`src/rtl/core/prp_pkg.sv`:
```
// Shared types and constants for the page replacement core.
// No dependencies.
package prp_pkg;

  localparam int MAX_FRAMES  = 32;
  localparam int PAGE_W      = 6;
  localparam int SLOT_W      = 5;
  localparam int RANK_W      = 5;
  localparam int CNT_W       = 6;
  localparam int FAULT_W     = 32;
  localparam int GRP_SIZE    = 8;
  localparam int GRP_NUM     = MAX_FRAMES / GRP_SIZE;
  localparam int GRP_IDX_W   = 3;
  localparam int GRP_SEL_W   = 2;
  localparam int CFG_IDX_W   = 1;
  localparam int CFG_DATA_W  = 6;
  localparam int IN_DATA_W   = 8;
  localparam int OUT_DATA_W  = 48;
  localparam int OUT_USER_W  = 2;

  typedef enum logic [CFG_IDX_W-1:0] {
    REG_POLICY      = 1'b0,
    REG_FRAME_COUNT = 1'b1
  } cfg_reg_t;

  typedef enum logic {
    POL_FIFO = 1'b0,
    POL_LRU  = 1'b1
  } policy_t;

  typedef enum logic [1:0] {
    ST_IDLE = 2'd0,
    ST_LOOK = 2'd1,
    ST_UPD  = 2'd2
  } state_t;

  typedef struct packed {
    logic load;
    logic capture;
    logic commit;
  } dp_cmd_t;

endpackage

```
`src/rtl/core/prp_ctrl.sv`:
```
// Controller state machine for the page replacement core.
// Depends on prp_pkg.
module prp_ctrl
  import prp_pkg::*;
(
  input  logic    clk,
  input  logic    rst_n,
  input  logic    in_tvalid,
  output logic    in_tready,
  output logic    out_tvalid,
  input  logic    out_tready,
  output dp_cmd_t cmd
);

  state_t state_r, state_nxt;
  logic   out_vld_r, out_vld_nxt;
  logic   out_free;
  logic   accept;

  always_ff @(posedge clk) begin
    if (!rst_n) begin
      state_r   <= ST_IDLE;
      out_vld_r <= 1'b0;
    end else begin
      state_r   <= state_nxt;
      out_vld_r <= out_vld_nxt;
    end
  end

  always_comb begin
    out_free    = !out_vld_r || out_tready;
    in_tready   = 1'b0;
    cmd         = '0;
    state_nxt   = state_r;
    unique case (state_r)
      ST_IDLE: begin
        in_tready = 1'b1;
        if (in_tvalid) state_nxt = ST_LOOK;
      end
      ST_LOOK: begin
        cmd.capture = 1'b1;
        state_nxt   = ST_UPD;
      end
      ST_UPD: begin
        if (out_free) begin
          in_tready  = 1'b1;
          cmd.commit = 1'b1;
          state_nxt  = in_tvalid ? ST_LOOK : ST_IDLE;
        end
      end
      default: state_nxt = ST_IDLE;
    endcase
    accept   = in_tvalid && in_tready;
    cmd.load = accept;
    if (cmd.commit) begin
      out_vld_nxt = 1'b1;
    end else if (out_tready) begin
      out_vld_nxt = 1'b0;
    end else begin
      out_vld_nxt = out_vld_r;
    end
  end

  assign out_tvalid = out_vld_r;

endmodule

```
`src/rtl/core/prp_dpath.sv`:
```
// Datapath for the page replacement core: frame tags, recency ranks,
// FIFO pointer, fault counter, configuration and result registers. Depends on prp_pkg.
module prp_dpath
  import prp_pkg::*;
(
  input  logic                  clk,
  input  logic                  rst_n,
  input  dp_cmd_t               cmd,
  input  logic [PAGE_W-1:0]     in_page,
  input  logic                  cfg_we,
  input  cfg_reg_t              cfg_idx,
  input  logic [CFG_DATA_W-1:0] cfg_wdata,
  output logic                  res_hit,
  output logic [SLOT_W-1:0]     res_slot,
  output logic                  res_ev_valid,
  output logic [PAGE_W-1:0]     res_ev_page,
  output logic [FAULT_W-1:0]    res_fault
);

  logic                 policy_r;
  logic [CNT_W-1:0]     fcount_r;
  logic [PAGE_W-1:0]    page_r;
  logic [PAGE_W-1:0]    frame_page_r [MAX_FRAMES];
  logic [RANK_W-1:0]    rank_r       [MAX_FRAMES];
  logic [RANK_W-1:0]    rank_nxt     [MAX_FRAMES];
  logic [CNT_W-1:0]     fiu_r, fiu_nxt;
  logic [SLOT_W-1:0]    fifo_ptr_r, fifo_ptr_nxt;
  logic [FAULT_W-1:0]   fault_r, fault_nxt;

  logic                 hit_r;
  logic [SLOT_W-1:0]    hit_idx_r;
  logic [RANK_W-1:0]    hit_rank_r;
  logic [RANK_W-1:0]    gmax_r [GRP_NUM];
  logic [GRP_IDX_W-1:0] gidx_r [GRP_NUM];
  logic [GRP_NUM-1:0]   gvld_r;

  logic                 hit_c;
  logic [SLOT_W-1:0]    hit_idx_c;
  logic [RANK_W-1:0]    gmax_c [GRP_NUM];
  logic [GRP_IDX_W-1:0] gidx_c [GRP_NUM];
  logic [GRP_NUM-1:0]   gvld_c;

  logic [CNT_W-1:0]     eff;
  logic [CNT_W-1:0]     active;
  logic                 fill;
  logic [SLOT_W-1:0]    ptr_use;
  logic [CNT_W-1:0]     ptr_inc;
  logic [RANK_W-1:0]    vmax;
  logic [SLOT_W-1:0]    vslot;
  logic [SLOT_W-1:0]    slot;
  logic [RANK_W-1:0]    ref_rank;
  logic [CNT_W-1:0]     span;
  logic                 fresh;
  logic                 ev_valid;
  logic [PAGE_W-1:0]    ev_page;

  always_comb begin
    if (fcount_r == '0) begin
      eff = CNT_W'(1);
    end else if (fcount_r > CNT_W'(MAX_FRAMES)) begin
      eff = CNT_W'(MAX_FRAMES);
    end else begin
      eff = fcount_r;
    end
    active = (fiu_r < eff) ? fiu_r : eff;
  end

  // lookup: tag compare and per-group oldest frame
  always_comb begin
    hit_c     = 1'b0;
    hit_idx_c = '0;
    for (int i = MAX_FRAMES - 1; i >= 0; i--) begin
      if ((CNT_W'(i) < active) && (frame_page_r[i] == page_r)) begin
        hit_c     = 1'b1;
        hit_idx_c = SLOT_W'(i);
      end
    end
    for (int g = 0; g < GRP_NUM; g++) begin
      gmax_c[g] = rank_r[g*GRP_SIZE];
      gidx_c[g] = '0;
      gvld_c[g] = CNT_W'(g*GRP_SIZE) < eff;
      for (int k = 1; k < GRP_SIZE; k++) begin
        if ((CNT_W'(g*GRP_SIZE + k) < eff) && (rank_r[g*GRP_SIZE + k] > gmax_c[g])) begin
          gmax_c[g] = rank_r[g*GRP_SIZE + k];
          gidx_c[g] = GRP_IDX_W'(k);
        end
      end
    end
  end

  // update: pick slot, ranks, pointer, counter
  always_comb begin
    vmax  = gmax_r[0];
    vslot = {GRP_SEL_W'(0), gidx_r[0]};
    for (int g = 1; g < GRP_NUM; g++) begin
      if (gvld_r[g] && (gmax_r[g] > vmax)) begin
        vmax  = gmax_r[g];
        vslot = {GRP_SEL_W'(g), gidx_r[g]};
      end
    end

    ptr_use = ({1'b0, fifo_ptr_r} >= eff) ? '0 : fifo_ptr_r;
    ptr_inc = {1'b0, ptr_use} + CNT_W'(1);
    fill    = fiu_r < eff;

    fiu_nxt      = fiu_r;
    fifo_ptr_nxt = fifo_ptr_r;
    fault_nxt    = fault_r;
    ev_valid     = 1'b0;
    fresh        = 1'b0;

    if (hit_r) begin
      slot     = hit_idx_r;
      ref_rank = hit_rank_r;
      span     = active;
    end else if (fill) begin
      slot     = fiu_r[SLOT_W-1:0];
      ref_rank = '0;
      span     = fiu_r + CNT_W'(1);
      fresh    = 1'b1;
      fiu_nxt  = fiu_r + CNT_W'(1);
    end else begin
      ev_valid = 1'b1;
      span     = eff;
      if (policy_r == POL_FIFO) begin
        slot         = ptr_use;
        ref_rank     = rank_r[ptr_use];
        fifo_ptr_nxt = (ptr_inc >= eff) ? '0 : ptr_inc[SLOT_W-1:0];
      end else begin
        slot     = vslot;
        ref_rank = vmax;
      end
    end
    if (!hit_r && (fault_r != '1)) fault_nxt = fault_r + FAULT_W'(1);
    ev_page = ev_valid ? frame_page_r[slot] : '0;

    for (int i = 0; i < MAX_FRAMES; i++) begin
      if (SLOT_W'(i) == slot) begin
        rank_nxt[i] = '0;
      end else if ((CNT_W'(i) < span) && (fresh || (rank_r[i] < ref_rank))) begin
        rank_nxt[i] = rank_r[i] + RANK_W'(1);
      end else begin
        rank_nxt[i] = rank_r[i];
      end
    end
  end

  always_ff @(posedge clk) begin
    if (!rst_n) begin
      policy_r   <= POL_FIFO;
      fcount_r   <= CNT_W'(4);
      fiu_r      <= '0;
      fifo_ptr_r <= '0;
      fault_r    <= '0;
      for (int i = 0; i < MAX_FRAMES; i++) rank_r[i] <= '0;
    end else begin
      if (cfg_we) begin
        unique case (cfg_idx)
          REG_POLICY:      policy_r <= cfg_wdata[0];
          REG_FRAME_COUNT: fcount_r <= cfg_wdata;
          default: ;
        endcase
      end
      if (cmd.commit) begin
        fiu_r      <= fiu_nxt;
        fifo_ptr_r <= fifo_ptr_nxt;
        fault_r    <= fault_nxt;
        for (int i = 0; i < MAX_FRAMES; i++) rank_r[i] <= rank_nxt[i];
      end
    end
  end

  always_ff @(posedge clk) begin
    if (cmd.load) page_r <= in_page;
    if (cmd.capture) begin
      hit_r      <= hit_c;
      hit_idx_r  <= hit_idx_c;
      hit_rank_r <= rank_r[hit_idx_c];
      gmax_r     <= gmax_c;
      gidx_r     <= gidx_c;
      gvld_r     <= gvld_c;
    end
    if (cmd.commit) begin
      if (!hit_r) frame_page_r[slot] <= page_r;
      res_hit      <= hit_r;
      res_slot     <= slot;
      res_ev_valid <= ev_valid;
      res_ev_page  <= ev_page;
      res_fault    <= fault_nxt;
    end
  end

endmodule

```
`src/rtl/core/page_replacement_policy_core.sv`:
```
// Top level of the FIFO/LRU page replacement core.
// Depends on prp_pkg, prp_ctrl and prp_dpath.
//
//  channel | dir | word
//  in_     | in  | tdata[5:0] page_number
//  out_    | out | tdata: slot, evicted_page, fault_count; tuser: hit, evicted_valid
//  cfg_    | in  | cfg_index selects policy or frame_count, cfg_data value
//
// Each reference passes through a tag compare and per-group rank search,
// then the rank, pointer and counter update.
// The next word is taken in the update cycle when the output register is free.
// A stalled output holds the update cycle and the input.
// Reset is synchronous; frame tags are not cleared, ranks and counters are.
module page_replacement_policy_core
  import prp_pkg::*;
(
  input  logic                  clk,
  input  logic                  rst_n,
  input  logic                  in_tvalid,
  output logic                  in_tready,
  input  logic [IN_DATA_W-1:0]  in_tdata,   // [5:0] page_number
  output logic                  out_tvalid,
  input  logic                  out_tready,
  output logic [OUT_DATA_W-1:0] out_tdata,  // [4:0] slot, [10:5] evicted_page, [42:11] fault_count
  output logic [OUT_USER_W-1:0] out_tuser,  // [0] hit, [1] evicted_valid
  input  logic                  cfg_valid,
  output logic                  cfg_ready,
  input  logic [CFG_IDX_W-1:0]  cfg_index,
  input  logic [CFG_DATA_W-1:0] cfg_data
);

  dp_cmd_t              cmd;
  logic                 res_hit;
  logic [SLOT_W-1:0]    res_slot;
  logic                 res_ev_valid;
  logic [PAGE_W-1:0]    res_ev_page;
  logic [FAULT_W-1:0]   res_fault;

  assign cfg_ready = 1'b1;

  prp_ctrl u_ctrl (
    .clk        (clk),
    .rst_n      (rst_n),
    .in_tvalid  (in_tvalid),
    .in_tready  (in_tready),
    .out_tvalid (out_tvalid),
    .out_tready (out_tready),
    .cmd        (cmd)
  );

  prp_dpath u_dpath (
    .clk          (clk),
    .rst_n        (rst_n),
    .cmd          (cmd),
    .in_page      (in_tdata[PAGE_W-1:0]),
    .cfg_we       (cfg_valid && cfg_ready),
    .cfg_idx      (cfg_reg_t'(cfg_index)),
    .cfg_wdata    (cfg_data),
    .res_hit      (res_hit),
    .res_slot     (res_slot),
    .res_ev_valid (res_ev_valid),
    .res_ev_page  (res_ev_page),
    .res_fault    (res_fault)
  );

  assign out_tdata = {(OUT_DATA_W - SLOT_W - PAGE_W - FAULT_W)'(0),
                      res_fault, res_ev_page, res_slot};
  assign out_tuser = {res_ev_valid, res_hit};

endmodule

```
`config.mk`:
```
export PLATFORM = sky130hd
export DESIGN_NAME = page_replacement_policy_core
export DESIGN_NICKNAME = d
export VERILOG_FILES = /design/src/rtl/core/prp_pkg.sv /design/src/rtl/core/prp_ctrl.sv /design/src/rtl/core/prp_dpath.sv /design/src/rtl/core/page_replacement_policy_core.sv
export SDC_FILE = /design/constraint.sdc
export NUM_CORES = 2
export LEC_CHECK = 0
export BUFFER_PORTS_ARGS = -buffer_cell sky130_fd_sc_hd__buf_4
export CORE_MARGIN = 10
export CORE_UTILIZATION = 45
export CTS_CLUSTER_SIZE = 28
export DETAILED_ROUTE_END_ITERATION = 8
export PLACE_DENSITY = 0.7
export RECOVER_POWER = 100
export SLEW_MARGIN = 5
export SYNTH_ARGS = -nofsm -noshare
export SYNTH_HDL_FRONTEND = slang
export SYNTH_SLANG_ARGS = --single-unit
```
`constraint.sdc`:
```
create_clock -name clk -period 11.8 [get_ports clk]
set_clock_uncertainty 0.2 [all_clocks]
set_input_delay 2.36 -clock clk [delete_from_list [all_inputs] [get_ports clk]]
set_output_delay 2.36 -clock clk [all_outputs]
set_load 0.01 [all_outputs]
```
==> reports/summary.json <==
{
  "power_per_cell_area_nw_per_um2": 125.9,
  "sequential_share_of_power": 0.395,
  "critical_path.max_stage_delay_ns": 0.53,
  "synth_largest_type_area_fraction": 0.3557,
  "synth-edff-count": 449,
  "syn_area_per_cell_um2": 9.810,
  "grt_pass1_wl_um": 178100,
  "gp_routability_congestion": 0.9964,
  "start_util": 0.4537,
  "min_period_over_period": 0.9856,
  "reg2reg_from": "u_dpath.rank_r[16][4]",
  "cts.htree.levels": 2,
  "asyncSetResetFlopFracSynth": 0,
  "syn_area_um2": 37910,
  "fmax_mhz": 85.98,
  "drtIter0Drc": 3533,
  "ys_seq_elements": 502,
  "cts-hold-fix-buffers": 0,
  "timing.critical_path.mode_cell": "sky130_fd_sc_hd__ha_1",
  "final-setup-viol-count": 0,
  "yosysWarningCount": 0,
  "tritoncts": "built",
  "finish.net_count": 4279,
  "wl_per_cell_um": 23.27,
  "cts_made_buffers": 57,
  "cp_data_arrival_time_ns": 11.79,
  "intPower_w": 0.003694,
  "reg2reg_to": "u_dpath.gmax_r[8]",
  "outcome": "complete, but fails checks",
  "pin_count_of_the_biggest_net_entering_global_routing": 77,
  "viasPerCell": 6.173,
  "synth_area_leader_cell": "sky130_fd_sc_hd__edfxtp_1",
  "floorplan.die_area_um2": 96240,
  "hold_path_depth": 2,
  "core_area_um2": 83560,
  "die-height_um": 310.2,
  "die_w_um": 310.2,
  "yosys-top-cells-area": "sky130_fd_sc_hd__edfxtp_1, sky130_fd_sc_hd__ha_1, sky130_fd_sc_hd__xnor2_1",
  "placement.io_buffers": 64,
  "clock_path_buffers": 3,
  "peakVddDrop_mv": 0.1093,
  "clkPwrFrac": 0.361,
  "finalHoldViolCount": 0,
  "yosysSeqAreaShare": 0.3837,
  "first_global_vias": 29910,
  "slew_viol_final": 760,
  "clk_pin_slew_ns": 0.06,
  "count_of_cell_types_in_the_netlist": 97,
  "p_leak_nw": 15.94,
  "ios": 73,
  "drt_pre_antenna_iters": 7,
  "cp-endpoint": "u_dpath.gmax_r[8]",
  "ant_nets": 0,
  "grt_util_all_layers": 0.2373,
  "final_layout_size_suffix_gt1_frac": 0.1184,
  "insertedDiodeCount": 0,
  "dominantRegCellSynth": "sky130_fd_sc_hd__edfxtp_1",
  "violations": "capacitance limit, slew limit",
  "timing.setup.critical_path_class": "reg -> reg",
  "tightest_slew_ns": 3.939,
  "rsz0062_at_grt": "yes",
  "detailroute.via_count": 31340,
  "layout-area-overhead-vs-synth_pct": 11.95,
  "clkLatencyLatePin_ns": 0.68,
  "clock_tree.root_cell": "sky130_fd_sc_hd__clkbuf_16",
  "clock_sink_count": 502,
  "postRouteWirelength_um": 118100,
  "syn_inst": 3864,
  "reg2regPathDepth": 54,
  "setup-tns-final_ns": 0,
  "layout.filler_cells": 7592,
  "critical_path_peak_fanout": 6,
  "switching_power_w": 0.001649,
  "gr-total-overflow": 0,
  "slew_headroom": -1.626,
  "fp-row-count": 106,
  "power_frac_comb": 0.244,
  "critical_path_start_type": "register",
  "worst_hold_margin_ns": 0.2997,
  "hpwl_um": 84500,
  "critical_path_launch_point": "u_dpath.rank_r[16][4]",
  "crit_path_end_kind": "register",
  "period_needed_ns": 11.63,
  "number_of_antenna_violations_at_the_first_check_in_global_routing": 2,
  "most_common_cell_after_layout_fill_and_taps_aside": "sky130_fd_sc_hd__edfxtp_1",
  "timing.critical_path.slowest_stage_cell": "sky130_fd_sc_hd__a222oi_1",
  "flop2flop_setup_slack_ns": 0.17,
  "layout.cells.most_common_list": "sky130_fd_sc_hd__edfxtp_1, sky130_fd_sc_hd__nor2_1, sky130_fd_sc_hd__ha_1, sky130_fd_sc_hd__nand2_1, sky130_fd_sc_hd__xnor2_1",
  "switching_share": 0.3086,
  "hold_path.class": "reg -> reg",
  "timing.critical_path.required_ns": 11.96,
  "max_cap_check_violation_count": 16,
  "drc_errors": 0
}
## state kept, by name (all words and copies together) (netlist names)
signal,cells
u_ctrl.out_tvalid,1
u_ctrl.state_r,2
u_dpath.fault_r,32
u_dpath.fcount_r,6
u_dpath.fifo_ptr_r,5
u_dpath.fiu_r,6
u_dpath.frame_page_r,192
u_dpath.gidx_r,12
u_dpath.gmax_r,20
u_dpath.gvld_r,3
u_dpath.hit_idx_r,5
u_dpath.hit_r,1
u_dpath.hit_rank_r,5
u_dpath.page_r,6
u_dpath.policy_r,1
u_dpath.rank_r,160
u_dpath.res_ev_page,6
u_dpath.res_ev_valid,1
u_dpath.res_fault,32
u_dpath.res_hit,1
u_dpath.res_slot,5
## logic make-up after synthesis
logic type / Yosys count / share of synthesized area
buf+inv: 396 / 0.04044
fa+ha+maj: 312 / 0.1029
xor+xnor: 371 / 0.08572
simple gates: 1113 / 0.1402
other cells: 2 / 0.0001981
flops: 502 / 0.3837
compound gates: 867 / 0.1500
mux: 301 / 0.09685
## stage by stage
step | total power, W | area [µm²] | std cells | worst slack (ns) | util
final | 0.005343 | 42430 | 5076 | 0.1696 | 0.5078
after global routing | 0.005566 | 42430 | 5076 | -0.2107 | 0.5078
after CTS | 0.005272 | 42150 | 5045 | 0.01012 | 0.5044
after detailed placement | 0.003345 | 40060 | 4939 | -0.1083 | 0.4794
after global placement | 0.003312 | 40060 | 4939 | 0.04376 | 0.4794
after floorplan | 0.002961 | 37930 | 3868 | 0.1948 | -
## cell usage after synthesis, types with 8 or more instances
cell / number
sky130_fd_sc_hd__a211oi_1: 51
sky130_fd_sc_hd__a21boi_0: 18
sky130_fd_sc_hd__a21o_1: 34
sky130_fd_sc_hd__a21oi_1: 223
sky130_fd_sc_hd__a221o_1: 8
sky130_fd_sc_hd__a221oi_1: 29
sky130_fd_sc_hd__a22o_1: 11
sky130_fd_sc_hd__a22oi_1: 10
sky130_fd_sc_hd__a311oi_1: 8
sky130_fd_sc_hd__a31oi_1: 18
sky130_fd_sc_hd__and2_1: 72
sky130_fd_sc_hd__and3_1: 22
sky130_fd_sc_hd__buf_1: 39
sky130_fd_sc_hd__buf_4: 9
sky130_fd_sc_hd__clkbuf_1: 153
sky130_fd_sc_hd__dfxtp_1: 53
sky130_fd_sc_hd__edfxtp_1: 449
sky130_fd_sc_hd__ha_1: 310
sky130_fd_sc_hd__inv_1: 186
sky130_fd_sc_hd__mux2_2: 58
sky130_fd_sc_hd__mux2i_1: 195
sky130_fd_sc_hd__mux4_2: 46
sky130_fd_sc_hd__nand2_1: 228
sky130_fd_sc_hd__nand2b_1: 68
sky130_fd_sc_hd__nand3_1: 161
sky130_fd_sc_hd__nand4_1: 36
sky130_fd_sc_hd__nor2_1: 347
sky130_fd_sc_hd__nor2b_1: 60
sky130_fd_sc_hd__nor3_1: 41
sky130_fd_sc_hd__nor4_1: 30
sky130_fd_sc_hd__o2111ai_1: 9
sky130_fd_sc_hd__o211ai_1: 21
sky130_fd_sc_hd__o21a_1: 89
sky130_fd_sc_hd__o21ai_0: 215
sky130_fd_sc_hd__o21bai_1: 8
sky130_fd_sc_hd__o22ai_1: 25
sky130_fd_sc_hd__o31ai_1: 8
sky130_fd_sc_hd__o32ai_1: 12
sky130_fd_sc_hd__or3_1: 16
sky130_fd_sc_hd__xnor2_1: 223
sky130_fd_sc_hd__xor2_1: 148
## power by group through the flow
stage	clock, W	combinational (W)	sequential, W
after floorplan	0	0.000858	0.00210
after CTS	0.00195	0.00122	0.00210
after global routing	0.00202	0.00143	0.00211
after detailed placement	0	0.00121	0.00214
final	0.00193	0.00130	0.00211
after global placement	0	0.00118	0.00214
## critical path, delay by kind of cell, from the launching register on
kind	cells	cell delay [ns]
mux	5	1.42
compound gates	18	4.69
flops	1	0.41
fa+ha+maj	7	1.82
buf+inv	6	0.60
simple gates	18	2.22
## per-layer routing
layer,global-route usage,up-vias,routed length [µm]
met1,0.3188,15080,49430
met4,0.1131,4,6071
met3,0.03942,355,10230
li1,-,14350,-
met5,0,-,26
met2,0.3697,1542,52390
## worst min path at each step
stage | startpoint | endpoint | slack [ns]
3_3_place_gp | u_dpath.fault_r[27] | u_dpath.fault_r[27] | 0.28
5_1_grt | u_dpath.fcount_r[1] | u_dpath.fcount_r[1] | 0.35
2_1_floorplan | u_dpath.fault_r[27] | u_dpath.fault_r[27] | 0.26
3_5_place_dp | u_dpath.fault_r[27] | u_dpath.fault_r[27] | 0.29
6_report | u_dpath.fault_r[27] | u_dpath.fault_r[27] | 0.30
4_1_cts | u_dpath.fault_r[27] | u_dpath.fault_r[27] | 0.30
## cell type report
cell class / count / area, µm² / area share
inverters: 190 / 713.2 / 0.01681
repair buffers: 227 / 1458 / 0.03435
multi-input cells: 2971 / 22310 / 0.5259
clock inverters: 38 / 543.0 / 0.01280
well taps: 1080 / 1351 / 0.03185
flip-flops and latches: 502 / 14550 / 0.3428
clock buffers: 68 / 1508 / 0.03553
## timing repair
item                                    4_1_cts  5_1_grt
gates resized for setup                       7      101
pin swaps                                     4       34
gates cloned                                  0        1
endpoints found under the setup margin       15       32
buffers inserted                              0       30
No activity file was read; power rests on OpenSTA's default activity.
